`config.mk`:
```
export PLATFORM = sky130hd
export DESIGN_NAME = step_dir_pulse_generator_core
export DESIGN_NICKNAME = d
export VERILOG_FILES = /design/src/rtl/sdpg_pkg.sv /design/src/rtl/sdpg_muldiv.sv /design/src/rtl/step_dir_pulse_generator_core.sv
export VERILOG_INCLUDE_DIRS = /design/src /design/src/rtl
export SDC_FILE = /design/constraint.sdc
export NUM_CORES = 1
export LEC_CHECK = 0
export ABC_AREA = 1
export ABC_CLOCK_PERIOD_IN_PS = 5150
export BUFFER_PORTS_ARGS = -buffer_cell sky130_fd_sc_hd__buf_2
export CORE_MARGIN = 3
export CORE_UTILIZATION = 25
export CTS_CLUSTER_DIAMETER = 30
export CTS_CLUSTER_SIZE = 10
export DETAILED_ROUTE_END_ITERATION = 10
export PLACE_DENSITY = 0.43
export SLEW_MARGIN = 20
export SYNTH_ARGS = -nofsm -noshare
export SYNTH_HDL_FRONTEND = slang
export SYNTH_SLANG_ARGS = --single-unit
```
`constraint.sdc`:
```
create_clock -name clock -period 5.15 [get_ports clock]
set_input_delay 1.03 -clock clock [delete_from_list [all_inputs] [get_ports clock]]
set_output_delay 1.03 -clock clock [all_outputs]
set_load 0.01 [all_outputs]
```
`src/rtl/step_dir_pulse_generator_core_assert.svh`:
```
// Assertion macros for the step/direction pulse generator RTL.
`ifndef STEP_DIR_PULSE_GENERATOR_CORE_ASSERT_SVH
`define STEP_DIR_PULSE_GENERATOR_CORE_ASSERT_SVH

`ifndef SYNTHESIS
`define SDPG_ASSERT_IMP(label, clk, rst, ante, cons, msg) \
   label: assert property (@(posedge clk) disable iff (rst) (ante) |-> (cons)) \
      else $error(msg);
`define SDPG_ASSERT_NEXT(label, clk, rst, ante, cons, msg) \
   label: assert property (@(posedge clk) disable iff (rst) (ante) |=> (cons)) \
      else $error(msg);
`else
`define SDPG_ASSERT_IMP(label, clk, rst, ante, cons, msg)
`define SDPG_ASSERT_NEXT(label, clk, rst, ante, cons, msg)
`endif

`endif

```
`src/rtl/sdpg_pkg.sv`:
```
package sdpg_pkg;

   localparam int POS_W  = 32;
   localparam int PER_W  = 31;
   localparam int PW_W   = 10;
   localparam int MP_W   = 20;
   localparam int OPER_W = 31;
   localparam int WIDE_W = (OPER_W > MP_W) ? OPER_W : MP_W;
   localparam int PROD_W = 2 * PER_W;
   localparam int ADD_W  = PER_W + 2;
   localparam int CNT_W  = $clog2(PROD_W + 1);
   localparam int POS_EXT_W = (POS_W > 32) ? POS_W : 32;

   localparam int REQ_DATA_W = 32;
   localparam int REQ_USER_W = 3;
   localparam int RSP_FIELD_W = 37;
   localparam int RSP_DATA_W = 40;
   localparam int CSR_IDX_W  = 1;
   localparam int CSR_DATA_W = MP_W;

   localparam logic [PER_W-1:0] PER_MAX = '1;
   localparam logic [PW_W-1:0] PW_RESET = PW_W'(10);
   localparam logic [MP_W-1:0] MP_RESET = MP_W'(12);
   localparam logic [PER_W-1:0] TTE_FLOOR = PER_W'(2);

   localparam logic [CNT_W-1:0] MUL_STEPS = CNT_W'(PER_W);
   localparam logic [CNT_W-1:0] DIV_STEPS = CNT_W'(PROD_W);

   localparam logic [CSR_IDX_W-1:0] CSR_PULSE_WIDTH = 1'b0;
   localparam logic [CSR_IDX_W-1:0] CSR_MIN_PERIOD  = 1'b1;

   typedef enum logic [2:0] {
      FN_TICK       = 3'd0,
      FN_SET_PERIOD = 3'd1,
      FN_SET_DIR    = 3'd2,
      FN_ENABLE     = 3'd3,
      FN_ESTOP      = 3'd4,
      FN_CLR_ESTOP  = 3'd5
   } func_type;

   typedef enum logic [1:0] {
      ST_IDLE,
      ST_EXEC,
      ST_WAIT
   } ctl_state_type;

   typedef enum logic [1:0] {
      MD_IDLE,
      MD_MUL,
      MD_DIV
   } md_state_type;

   typedef struct packed {
      logic             start;
      logic [PER_W-1:0] mcand;
      logic [PER_W-1:0] mplier;
      logic [PER_W-1:0] divisor;
   } md_req_type;

   typedef struct packed {
      logic              done;
      logic [PROD_W-1:0] quot;
   } md_rsp_type;

endpackage

```
`src/rtl/sdpg_muldiv.sv`:
```
// Serial multiply-then-divide: quot = mcand * mplier / divisor.
// One shared adder does a shift-add multiply step or a restoring divide step
// each cycle. The divisor must be nonzero.
module sdpg_muldiv
   import sdpg_pkg::*;
(
   input  logic       clock,
   input  logic       reset,
   input  md_req_type md_req,
   output md_rsp_type md_rsp
);

   md_state_type      state_ff, state_in;
   logic [CNT_W-1:0]  cnt_ff, cnt_in;
   logic [PROD_W-1:0] prod_ff, prod_in;
   logic [PER_W-1:0]  rem_ff, rem_in;
   logic [PER_W-1:0]  mcand_ff, mcand_in;
   logic [PER_W-1:0]  div_ff, div_in;
   logic              done_ff, done_in;

   logic [PER_W:0]    shifted;
   logic [ADD_W-1:0]  add_a, add_b, add_sum;
   logic              add_sub;
   logic              ge;

   assign shifted = {rem_ff, prod_ff[PROD_W-1]};
   assign add_sum = add_a + (add_sub ? ~add_b : add_b) + ADD_W'(add_sub);
   assign ge      = ~add_sum[ADD_W-1];

   always_comb begin
      state_in = state_ff;
      cnt_in   = cnt_ff;
      prod_in  = prod_ff;
      rem_in   = rem_ff;
      mcand_in = mcand_ff;
      div_in   = div_ff;
      done_in  = 1'b0;
      add_a    = ADD_W'(prod_ff[PROD_W-1:PER_W]);
      add_b    = ADD_W'(mcand_ff);
      add_sub  = 1'b0;
      case (state_ff)
         MD_IDLE: begin
            if (md_req.start) begin
               prod_in  = {PER_W'(0), md_req.mplier};
               mcand_in = md_req.mcand;
               div_in   = md_req.divisor;
               cnt_in   = MUL_STEPS;
               state_in = MD_MUL;
            end
         end
         MD_MUL: begin
            if (prod_ff[0]) begin
               prod_in = {add_sum[PER_W:0], prod_ff[PER_W-1:1]};
            end else begin
               prod_in = {1'b0, prod_ff[PROD_W-1:1]};
            end
            cnt_in = cnt_ff - CNT_W'(1);
            if (cnt_ff == CNT_W'(1)) begin
               cnt_in   = DIV_STEPS;
               rem_in   = '0;
               state_in = MD_DIV;
            end
         end
         MD_DIV: begin
            add_a   = ADD_W'(shifted);
            add_b   = ADD_W'(div_ff);
            add_sub = 1'b1;
            rem_in  = ge ? add_sum[PER_W-1:0] : shifted[PER_W-1:0];
            prod_in = {prod_ff[PROD_W-2:0], ge};
            cnt_in  = cnt_ff - CNT_W'(1);
            if (cnt_ff == CNT_W'(1)) begin
               done_in  = 1'b1;
               state_in = MD_IDLE;
            end
         end
         default: begin
            state_in = MD_IDLE;
         end
      endcase
   end

   always_ff @(posedge clock) begin
      if (reset) begin
         state_ff <= MD_IDLE;
         cnt_ff   <= '0;
         done_ff  <= 1'b0;
      end else begin
         state_ff <= state_in;
         cnt_ff   <= cnt_in;
         done_ff  <= done_in;
      end
   end

   always_ff @(posedge clock) begin
      prod_ff  <= prod_in;
      rem_ff   <= rem_in;
      mcand_ff <= mcand_in;
      div_ff   <= div_in;
   end

   assign md_rsp.done = done_ff;
   assign md_rsp.quot = prod_ff;

endmodule

```
`src/rtl/step_dir_pulse_generator_core.sv`:
```
// Channel   Direction  Fields
// req_      in         tuser: func; tdata: operand_value
// rsp_      out        tdata: step_out, dir_out, enable_out, position_count,
//                      is_running, status
// csr_      in         write only: pulse_width (0), min_period (1)
//
// Most transactions go through ST_EXEC, which loads the registered result and raises
// rsp_tvalid; the next can be accepted once the core is back in ST_IDLE.
// A retune of a running train with the output low runs the serial multiply/divide
// unit (PER_W + 2*PER_W steps) in ST_WAIT before rsp_tvalid rises.
// Reset is synchronous and restores the register defaults and the stopped state.
// A stalled rsp_ holds its result and blocks req_ until it is taken.
`include "step_dir_pulse_generator_core_assert.svh"

module step_dir_pulse_generator_core
   import sdpg_pkg::*;
(
   input  logic                  clock,
   input  logic                  reset,
   input  logic                  req_tvalid,
   output logic                  req_tready,
   input  logic [REQ_DATA_W-1:0] req_tdata,  // [30:0] operand_value
   input  logic [REQ_USER_W-1:0] req_tuser,  // [2:0] func
   output logic                  rsp_tvalid,
   input  logic                  rsp_tready,
   // [0] step_out, [1] dir_out, [2] enable_out, [34:3] position_count,
   // [35] is_running, [36] status
   output logic [RSP_DATA_W-1:0] rsp_tdata,
   input  logic                  csr_we,
   input  logic [CSR_IDX_W-1:0]  csr_index,
   input  logic [CSR_DATA_W-1:0] csr_wdata
);

   ctl_state_type         state_ff, state_in;
   func_type              func_ff;
   logic [OPER_W-1:0]     oper_ff;
   logic [PW_W-1:0]       pw_ff;
   logic [MP_W-1:0]       minp_ff;
   logic [POS_W-1:0]      pos_ff, pos_in;
   logic [PER_W-1:0]      per_ff, per_in;
   logic [PER_W-1:0]      tte_ff, tte_in;
   logic [PER_W-1:0]      np_ff, np_in;
   logic                  lvl_ff, lvl_in;
   logic                  run_ff, run_in;
   logic                  estop_ff, estop_in;
   logic                  dir_ff, dir_in;
   logic                  en_ff, en_in;
   logic                  rsp_valid_ff, rsp_valid_in;
   logic [RSP_DATA_W-1:0] rsp_data_ff, rsp_data_in;

   logic                  req_accept;
   logic                  load;
   logic                  refused;
   logic [WIDE_W-1:0]     v_wide, mp_wide, lo_wide;
   logic [PER_W-1:0]      eff_w, low_time, q_clamped;
   logic signed [POS_EXT_W-1:0] pos_ext;
   md_req_type            md_req;
   md_rsp_type            md_rsp;

   sdpg_muldiv u_muldiv (
      .clock  (clock),
      .reset  (reset),
      .md_req (md_req),
      .md_rsp (md_rsp)
   );

   assign req_tready = (state_ff == ST_IDLE) && (!rsp_valid_ff || rsp_tready);
   assign req_accept = req_tvalid && req_tready;
   assign rsp_tvalid = rsp_valid_ff;
   assign rsp_tdata  = rsp_data_ff;

   // Requested period raised to the minimum, then saturated at the period width.
   assign v_wide  = WIDE_W'(oper_ff);
   assign mp_wide = WIDE_W'(minp_ff);
   assign lo_wide = (v_wide < mp_wide) ? mp_wide : v_wide;
   assign np_in   = (lo_wide > WIDE_W'(PER_MAX)) ? PER_MAX : lo_wide[PER_W-1:0];

   assign eff_w    = (pw_ff == '0) ? PER_W'(1) : PER_W'(pw_ff);
   assign low_time = (per_ff > eff_w) ? (per_ff - eff_w) : PER_W'(1);

   always_comb begin
      if (md_rsp.quot[PROD_W-1:PER_W] != '0) begin
         q_clamped = PER_MAX;
      end else if (md_rsp.quot[PER_W-1:0] < TTE_FLOOR) begin
         q_clamped = TTE_FLOOR;
      end else begin
         q_clamped = md_rsp.quot[PER_W-1:0];
      end
   end

   always_comb begin
      state_in       = state_ff;
      pos_in         = pos_ff;
      per_in         = per_ff;
      tte_in         = tte_ff;
      lvl_in         = lvl_ff;
      run_in         = run_ff;
      estop_in       = estop_ff;
      dir_in         = dir_ff;
      en_in          = en_ff;
      load           = 1'b0;
      refused        = 1'b0;
      md_req.start   = 1'b0;
      md_req.mcand   = tte_ff;
      md_req.mplier  = np_in;
      md_req.divisor = per_ff;
      case (state_ff)
         ST_IDLE: begin
            if (req_accept) begin
               state_in = ST_EXEC;
            end
         end
         ST_EXEC: begin
            state_in = ST_IDLE;
            load     = 1'b1;
            case (func_ff)
               FN_TICK: begin
                  if (!run_ff || estop_ff) begin
                     run_in = 1'b0;
                     lvl_in = 1'b0;
                  end else if (tte_ff > PER_W'(1)) begin
                     tte_in = tte_ff - PER_W'(1);
                  end else if (!lvl_ff) begin
                     lvl_in = 1'b1;
                     pos_in = dir_ff ? (pos_ff + POS_W'(1)) : (pos_ff - POS_W'(1));
                     tte_in = eff_w;
                  end else begin
                     lvl_in = 1'b0;
                     tte_in = low_time;
                  end
               end
               FN_SET_PERIOD: begin
                  if (estop_ff) begin
                     refused = 1'b1;
                  end else if (oper_ff == '0) begin
                     run_in = 1'b0;
                     lvl_in = 1'b0;
                  end else if (!run_ff) begin
                     per_in = np_in;
                     tte_in = np_in;
                     lvl_in = 1'b0;
                     run_in = 1'b1;
                  end else if (!lvl_ff && (per_ff != np_in)) begin
                     if (per_ff == '0) begin
                        tte_in = (np_in < TTE_FLOOR) ? TTE_FLOOR : np_in;
                        per_in = np_in;
                     end else begin
                        // Remaining low time is rescaled by new/old period.
                        md_req.start = 1'b1;
                        load         = 1'b0;
                        state_in     = ST_WAIT;
                     end
                  end else begin
                     per_in = np_in;
                  end
               end
               FN_SET_DIR: begin
                  if (run_ff) begin
                     refused = 1'b1;
                  end else begin
                     dir_in = oper_ff[0];
                  end
               end
               FN_ENABLE: begin
                  if (!oper_ff[0]) begin
                     run_in = 1'b0;
                     lvl_in = 1'b0;
                  end
                  en_in = oper_ff[0] && !estop_ff;
               end
               FN_ESTOP: begin
                  estop_in = 1'b1;
                  run_in   = 1'b0;
                  lvl_in   = 1'b0;
                  en_in    = 1'b0;
               end
               FN_CLR_ESTOP: begin
                  estop_in = 1'b0;
               end
               default: begin
               end
            endcase
         end
         ST_WAIT: begin
            if (md_rsp.done) begin
               tte_in   = q_clamped;
               per_in   = np_ff;
               load     = 1'b1;
               state_in = ST_IDLE;
            end
         end
         default: begin
            state_in = ST_IDLE;
         end
      endcase
   end

   assign pos_ext = POS_EXT_W'($signed(pos_in));

   assign rsp_valid_in = load ? 1'b1 : (rsp_tready ? 1'b0 : rsp_valid_ff);
   assign rsp_data_in  = load ?
      {(RSP_DATA_W - RSP_FIELD_W)'(0), refused, run_in, pos_ext[31:0], en_in, dir_in, lvl_in}
      : rsp_data_ff;

   always_ff @(posedge clock) begin
      if (reset) begin
         state_ff     <= ST_IDLE;
         pw_ff        <= PW_RESET;
         minp_ff      <= MP_RESET;
         pos_ff       <= '0;
         per_ff       <= '0;
         tte_ff       <= '0;
         lvl_ff       <= 1'b0;
         run_ff       <= 1'b0;
         estop_ff     <= 1'b0;
         dir_ff       <= 1'b1;
         en_ff        <= 1'b0;
         rsp_valid_ff <= 1'b0;
      end else begin
         state_ff     <= state_in;
         pos_ff       <= pos_in;
         per_ff       <= per_in;
         tte_ff       <= tte_in;
         lvl_ff       <= lvl_in;
         run_ff       <= run_in;
         estop_ff     <= estop_in;
         dir_ff       <= dir_in;
         en_ff        <= en_in;
         rsp_valid_ff <= rsp_valid_in;
         if (csr_we && (csr_index == CSR_PULSE_WIDTH)) begin
            pw_ff <= csr_wdata[PW_W-1:0];
         end
         if (csr_we && (csr_index == CSR_MIN_PERIOD)) begin
            minp_ff <= csr_wdata[MP_W-1:0];
         end
      end
   end

   always_ff @(posedge clock) begin
      rsp_data_ff <= rsp_data_in;
      if (req_accept) begin
         func_ff <= func_type'(req_tuser);
         oper_ff <= req_tdata[OPER_W-1:0];
      end
      if (md_req.start) begin
         np_ff <= np_in;
      end
   end

   `SDPG_ASSERT_IMP(a_estop_stopped, clock, reset, estop_ff, !run_ff && !lvl_ff && !en_ff, "emergency stop with train or enable active")
   `SDPG_ASSERT_IMP(a_level_needs_run, clock, reset, lvl_ff, run_ff, "step output high while stopped")
   `SDPG_ASSERT_IMP(a_pos_unit_step, clock, reset, !$past(reset), (pos_ff == $past(pos_ff)) || (pos_ff == $past(pos_ff) + POS_W'(1)) || (pos_ff == $past(pos_ff) - POS_W'(1)), "position moved by more than one step")
   `SDPG_ASSERT_NEXT(a_rescale_result, clock, reset, (state_ff == ST_WAIT) && md_rsp.done, rsp_tvalid && (state_ff == ST_IDLE), "rescale finished without a result")

endmodule

```
* Word level (Yosys, flattened, before mapping)
Index checks and enable logic that the tools add are counted.
** Storage, ports and cells
- Register bits :: 398
- Bits of input ports :: 61
- Output and inout port bits :: 42
- Logic and storage cells :: 200
** Operators by class
- Add/subtract/negate cells :: 7
- $lt $le $gt $ge :: 6
- Equal/unequal tests :: 26
- Multiplexer cells :: 100
- Bitwise operators :: 4
- Reduce and logical (&&, ||, !) cells :: 33
** Operator list (number)
- $mux W31 :: 25
- $pmux W31 S2 :: 4
- $mux W32 :: 7
- $pmux W62 S3 :: 1
- $mux W62 :: 2
- $logic_not A31 Y1 :: 2
- $lt A31 B2 Y1 const B :: 2
- $mux W1 :: 37
- $add A32 B33 Y33 :: 1
- $add A33 B1 Y33 :: 1
- $mux W33 :: 1
- $not A31 Y33 :: 1
- $add A32 B1 Y32 const B :: 1
- $sub A32 B1 Y32 const B :: 1
- $gt A31 B1 Y1 const B :: 1
- $gt A31 B10 Y1 :: 1
- $gt A31 B31 Y1 const B :: 1
- $lt A31 B20 Y1 :: 1
- $ne A31 B31 Y1 :: 1
- $reduce_bool A31 Y1 :: 1
- $sub A31 B1 Y31 const B :: 1
- $sub A31 B10 Y31 :: 1
- $mux W2 :: 11
- $pmux W6 S3 :: 1
- 31 further kinds :: 70

* Longest topological paths before layout
- Word-level depth :: 14
- Mapped depth :: 29

* Cells and area by module
From an unflattened synthesis, not the netlist that was laid out.
** Second synthesis, totals
- Cell total of the unflattened synthesis :: 3266
- Area, all modules :: 24751.2 µm²
** Modules (own cells, without submodules)
- step_dir_pulse_generator_core :: times used 1, cells an instance 2121, area each 15074.5 µm², sequential area each 5705.5 µm²
- sdpg_muldiv :: times used 1, cells an instance 1145, area each 9676.8 µm², sequential area each 4834.6 µm²

* Worst setup path before layout
No wires, ideal clock.
- Kind :: register to register
- Start point :: register oper_ff[2]
- End point :: register u_muldiv.div_ff[0] (enable)
- Data arrival time :: 4.657 ns
- Data required time :: 4.733 ns
- Path slack :: 0.076 ns
- Cell stages (with the launch flop) :: 22
- Buffers on the path :: 1
- Path through :: edfxtp_1 -> ha_1 -> a21oi_1 -> nand2_1 -> nand2_1 -> nand2_1 -> nand2_1 -> nand2_1 -> nand2_2 -> clkbuf_1 -> nand3_1 -> nand2_1 -> nand2_1 -> nand2_1 -> inv_1 -> nand3_1 -> nor2_1 -> nand3_1 -> nand4_1 -> nor2_2 -> nand2_2 -> inv_1
** RTL lines
- start, declared :: line step_dir_pulse_generator_core.sv:36 : logic [OPER_W-1:0] oper_ff;
- start signal, assigned :: line step_dir_pulse_generator_core.sv:243 : oper_ff <= req_tdata[OPER_W-1:0];
- end signal, assigned :: line sdpg_muldiv.sv:98 : div_ff <= div_in;
- end, declared :: line sdpg_muldiv.sv:18 : logic [PER_W-1:0] div_ff, div_in;

* Worst setup path after layout
- Start point :: register u_muldiv.state_ff[0]
- End point :: register u_muldiv.rem_ff[23] (data pin)
** On the way
- Word-level cells in the longest chain between the ends :: 8
** Ends and longest elaborated chain
- start, declared :: line sdpg_muldiv.sv:13 : md_state_type state_ff, state_in;
- start signal, assigned :: line sdpg_muldiv.sv:88 : state_ff <= state_in;
- $eq A2 B2 Y1 :: line sdpg_muldiv.sv:41 : case (state_ff)
- $mux W31 :: line sdpg_muldiv.sv:41
- $not A31 Y33 :: line sdpg_muldiv.sv:27 : assign add_sum = add_a + (add_sub ? ~add_b : add_b) + ADD_W'(add_sub);
- $mux W33 :: line sdpg_muldiv.sv:27
- $add A32 B33 Y33 :: line sdpg_muldiv.sv:27
- $add A33 B1 Y33 :: line sdpg_muldiv.sv:27
- $mux W31 :: line sdpg_muldiv.sv:68 : rem_in = ge ? add_sum[PER_W-1:0] : shifted[PER_W-1:0];
- $pmux W31 S2 (*) :: line sdpg_muldiv.sv:41
- end signal, assigned :: line sdpg_muldiv.sv:96 : rem_ff <= rem_in;
- end, declared :: line sdpg_muldiv.sv:16 : logic [PER_W-1:0] rem_ff, rem_in;
Mark *: on every way between the ends. The rest lies on a longest branch, timed or not.
A chain may end at the register's enable or synchronous reset.

==> metrics.yaml <==
grt_use_total_pct: 15.3
grt_pass1_wl_um: 120000
post_drt_wl_per_cell_um: 16.7
worst_slack_ns: 0.532
first_global_vias: 20600
combPwrFrac_pct: 9.0
start_util_pct: 25.3
hold_violations: 0
ys_seq_area_share_pct: 44.3
drc: 0
die_area_um2: 98900
max_freq_mhz: 217
drt-initial-drc-count: 1356
syn_area_per_cell_um2: 7.75
cp-start-kind: "register"
gp_congestion: 0.855
p_per_area_nw_per_um2: 389
fin_util_pct: 31.6
antenna_found_initial: 2
cts.clk_slew.worst_paths_ns: 0.05
area_growth_syn_to_layout_pct: 24.7
dp_cells: 4344
dr_wl_met3_um: 3220
cts_resized: 0
cts_tree: "built"
rsz0062_at_grt: "no"
wl_met2_um: 34000
cts_max_path_buffers: 3
overflow: 0
numClockSinks: 398
crit_type: "reg2reg"
synth.ff_latch_count: 398
end_kind: "register"
drv_cap: 0
drive_above_1_share_pct: 11.8
sw_frac_of_total_pct: 25.4
worstSkewPairLatency_ns: 0.66
p_total_mw: 11.5
die_height_um: 314
fin_area_um2: 29700
worst_slew_pin_slew_ns: 0.983
core_area_um2: 93900
power_leakage_nw: 12.6
synthDistinctLibCells: 50
cts_max_level: 3
critPathArrivalTime_ns: 5.02
ant_nets: 0
postCtsHoldBufs: 0
status: "finished, final reports clean"
slew_viol_final: 0
placed_cell_area_um2: 25900
synthCells: 3069
clock_skew_ns: 0.0330
cp_data_required_time_ns: 5.56
ys.warnings.count: 0
holdWs_ns: 0.445
ys_top_cells_by_area: "edfxtp_1, dfxtp_1, nand2_1"
seq_power_share_pct: 31.5
final_cell_mix: "nand2_1, inv_1, o21ai_0"
maxSlewHeadroom_pct: 34.5
grt_max_degree: 88
nets: 3363
finalCriticalPeriod_ns: 4.62
fin_cells: 4549
switchingPower_mw: 2.93
routed.top_layer: "met4"
p_int_mw: 8.61
path_max_fanout: 64
fin_crit_sh_pct: 89.7
clkPwrFrac_pct: 59.4
post-cts-setup-buffers: 0
ir_worst_vdd_v: 0.000346
row_count: 112
synth_top_area_cell: "edfxtp_1"
hp-class: "reg2reg"
drt-met1-wl_um: 36100
setup_tns_ns: 0
synth.cell_area_um2: 23800
final_common_cell: "nand2_1"
place_ws_ns: 0.510
dr.pass1.iters: 5
viasPerCell: 4.60
via_count: 20900
wl_um: 76200
synth_top_area_share_pct: 32.4
ios: 103
fill_cells: 10100
numCtsBuffers: 107
die_x_um: 314
setup_violations: 0
hpwl_um: 56600
port-buffer-count: 98
cts-root-buf: "clkbuf_16"
==> power by group through the flow <==
stage / Clock, mW / Sequential (mW) / Combinational (mW)
3_5_place_dp: 0 / 3.69 / 1.04
4_1_cts: 7.00 / 3.64 / 1.04
3_3_place_gp: 0 / 3.69 / 1.04
2_1_floorplan: 0 / 3.63 / 0.742
6_report: 6.86 / 3.64 / 1.04
5_1_grt: 7.19 / 3.65 / 1.19
==> area by class of cell <==
cell class | count | area [µm²] | share of cell area, %
diodes | 1 | 2.50 | 0.00844
clock buffers | 126 | 2810 | 9.47
clock inverters | 78 | 956 | 3.22
inverters | 364 | 1370 | 4.61
multi-input cells | 2173 | 11400 | 38.4
flip-flops and latches | 398 | 10500 | 35.5
well taps | 1254 | 1570 | 5.29
repair buffers | 155 | 1020 | 3.43
==> cell families (layout without fill, tap and decap cells) <==
family	Yosys count	count (layout)	share of synthesized area, %
AOI/OAI and AO/OA	741	741	17.0
xor gates and xnor gates	79	79	2.91
adders and majority gates	103	103	5.51
buffers and inverters	500	723	8.12
DFF	398	398	44.3
other	1	4	0.0158
and+or+nand+nor	1247	1247	22.1
==> Yosys cell counts, drive strengths merged <==
library cell	number
and3	1
o2111ai	1
nor4	44
nor2	281
nand4	33
clkbuf	100
dfxtp	141
o211ai	42
a21oi	288
and2	5
a22o	1
a211oi	13
o21a	8
nand2	658
a21o	7
a21boi	2
a32oi	1
buf	36
a31o	1
a221oi	3
a31oi	6
clkinv	4
fa	3
o221a	1
nor3	31
o21ai	310
a32o	2
nand3b	8
nand3	163
o21bai	8
edfxtp	257
xor2	56
ha	100
inv	360
o22ai	33
xnor2	23
conb	1
a22oi	5
o221ai	6
o31ai	3
or2	23
==> worst paths after layout <==
path         cells past startpoint                         startpoint                                end  slack (ns)
max                             23  u_muldiv.state_ff[0]$_SDFFE_PP0P_  u_muldiv.rem_ff[23]$_SDFFCE_PN0P_        0.53
max reg2reg                     23  u_muldiv.state_ff[0]$_SDFFE_PP0P_  u_muldiv.rem_ff[23]$_SDFFCE_PN0P_        0.53
min reg2reg                      0            tte_ff[17]$_SDFFE_PP0P_    u_muldiv.mcand_ff[17]$_DFFE_PP_        0.44
min                              0            tte_ff[17]$_SDFFE_PP0P_    u_muldiv.mcand_ff[17]$_DFFE_PP_        0.44
==> metal layers <==
metal	global-route usage, %	vias up
met1	20.8	9612
li1	-	10700
met3	2.55	140
met5	0	-
met4	6.71	0
met2	24.0	414
==> worst max-delay path, cell delays in order (launching register included) <==
cell and delay (ns):
dfxtp_1 0.32, inv_1 0.12, ha_4 0.26, clkinv_2 0.21, buf_12 0.24, nand2_1 0.10
o21ai_0 0.17, ha_1 0.41, nand2_1 0.12, nor4_1 0.45, nand3_1 0.22, nand3_1 0.19
nand2_1 0.07, o211ai_1 0.14, a31oi_1 0.19, nor2_1 0.16, nor3_1 0.06, nor2_1 0.09
ha_1 0.25, clkinv_1 0.09, buf_12 0.19, nand3b_1 0.10, o211ai_1 0.09, inv_1 0.06
==> sequential cells by signal, indices dropped and copies added, names as in the netlist <==
| name | cells |
|---|---|
| dir_ff | 1 |
| en_ff | 1 |
| estop_ff | 1 |
| func_ff | 3 |
| lvl_ff | 1 |
| minp_ff | 20 |
| np_ff | 31 |
| oper_ff | 31 |
| per_ff | 31 |
| pos_ff | 32 |
| pw_ff | 10 |
| rsp_tdata | 37 |
| rsp_tvalid | 1 |
| run_ff | 1 |
| state_ff | 2 |
| tte_ff | 31 |
| u_muldiv.cnt_ff | 6 |
| u_muldiv.div_ff | 31 |
| u_muldiv.done_ff | 1 |
| u_muldiv.mcand_ff | 31 |
| u_muldiv.prod_ff | 62 |
| u_muldiv.rem_ff | 31 |
| u_muldiv.state_ff | 2 |
Note: power is estimated with default switching activity, not from simulation.
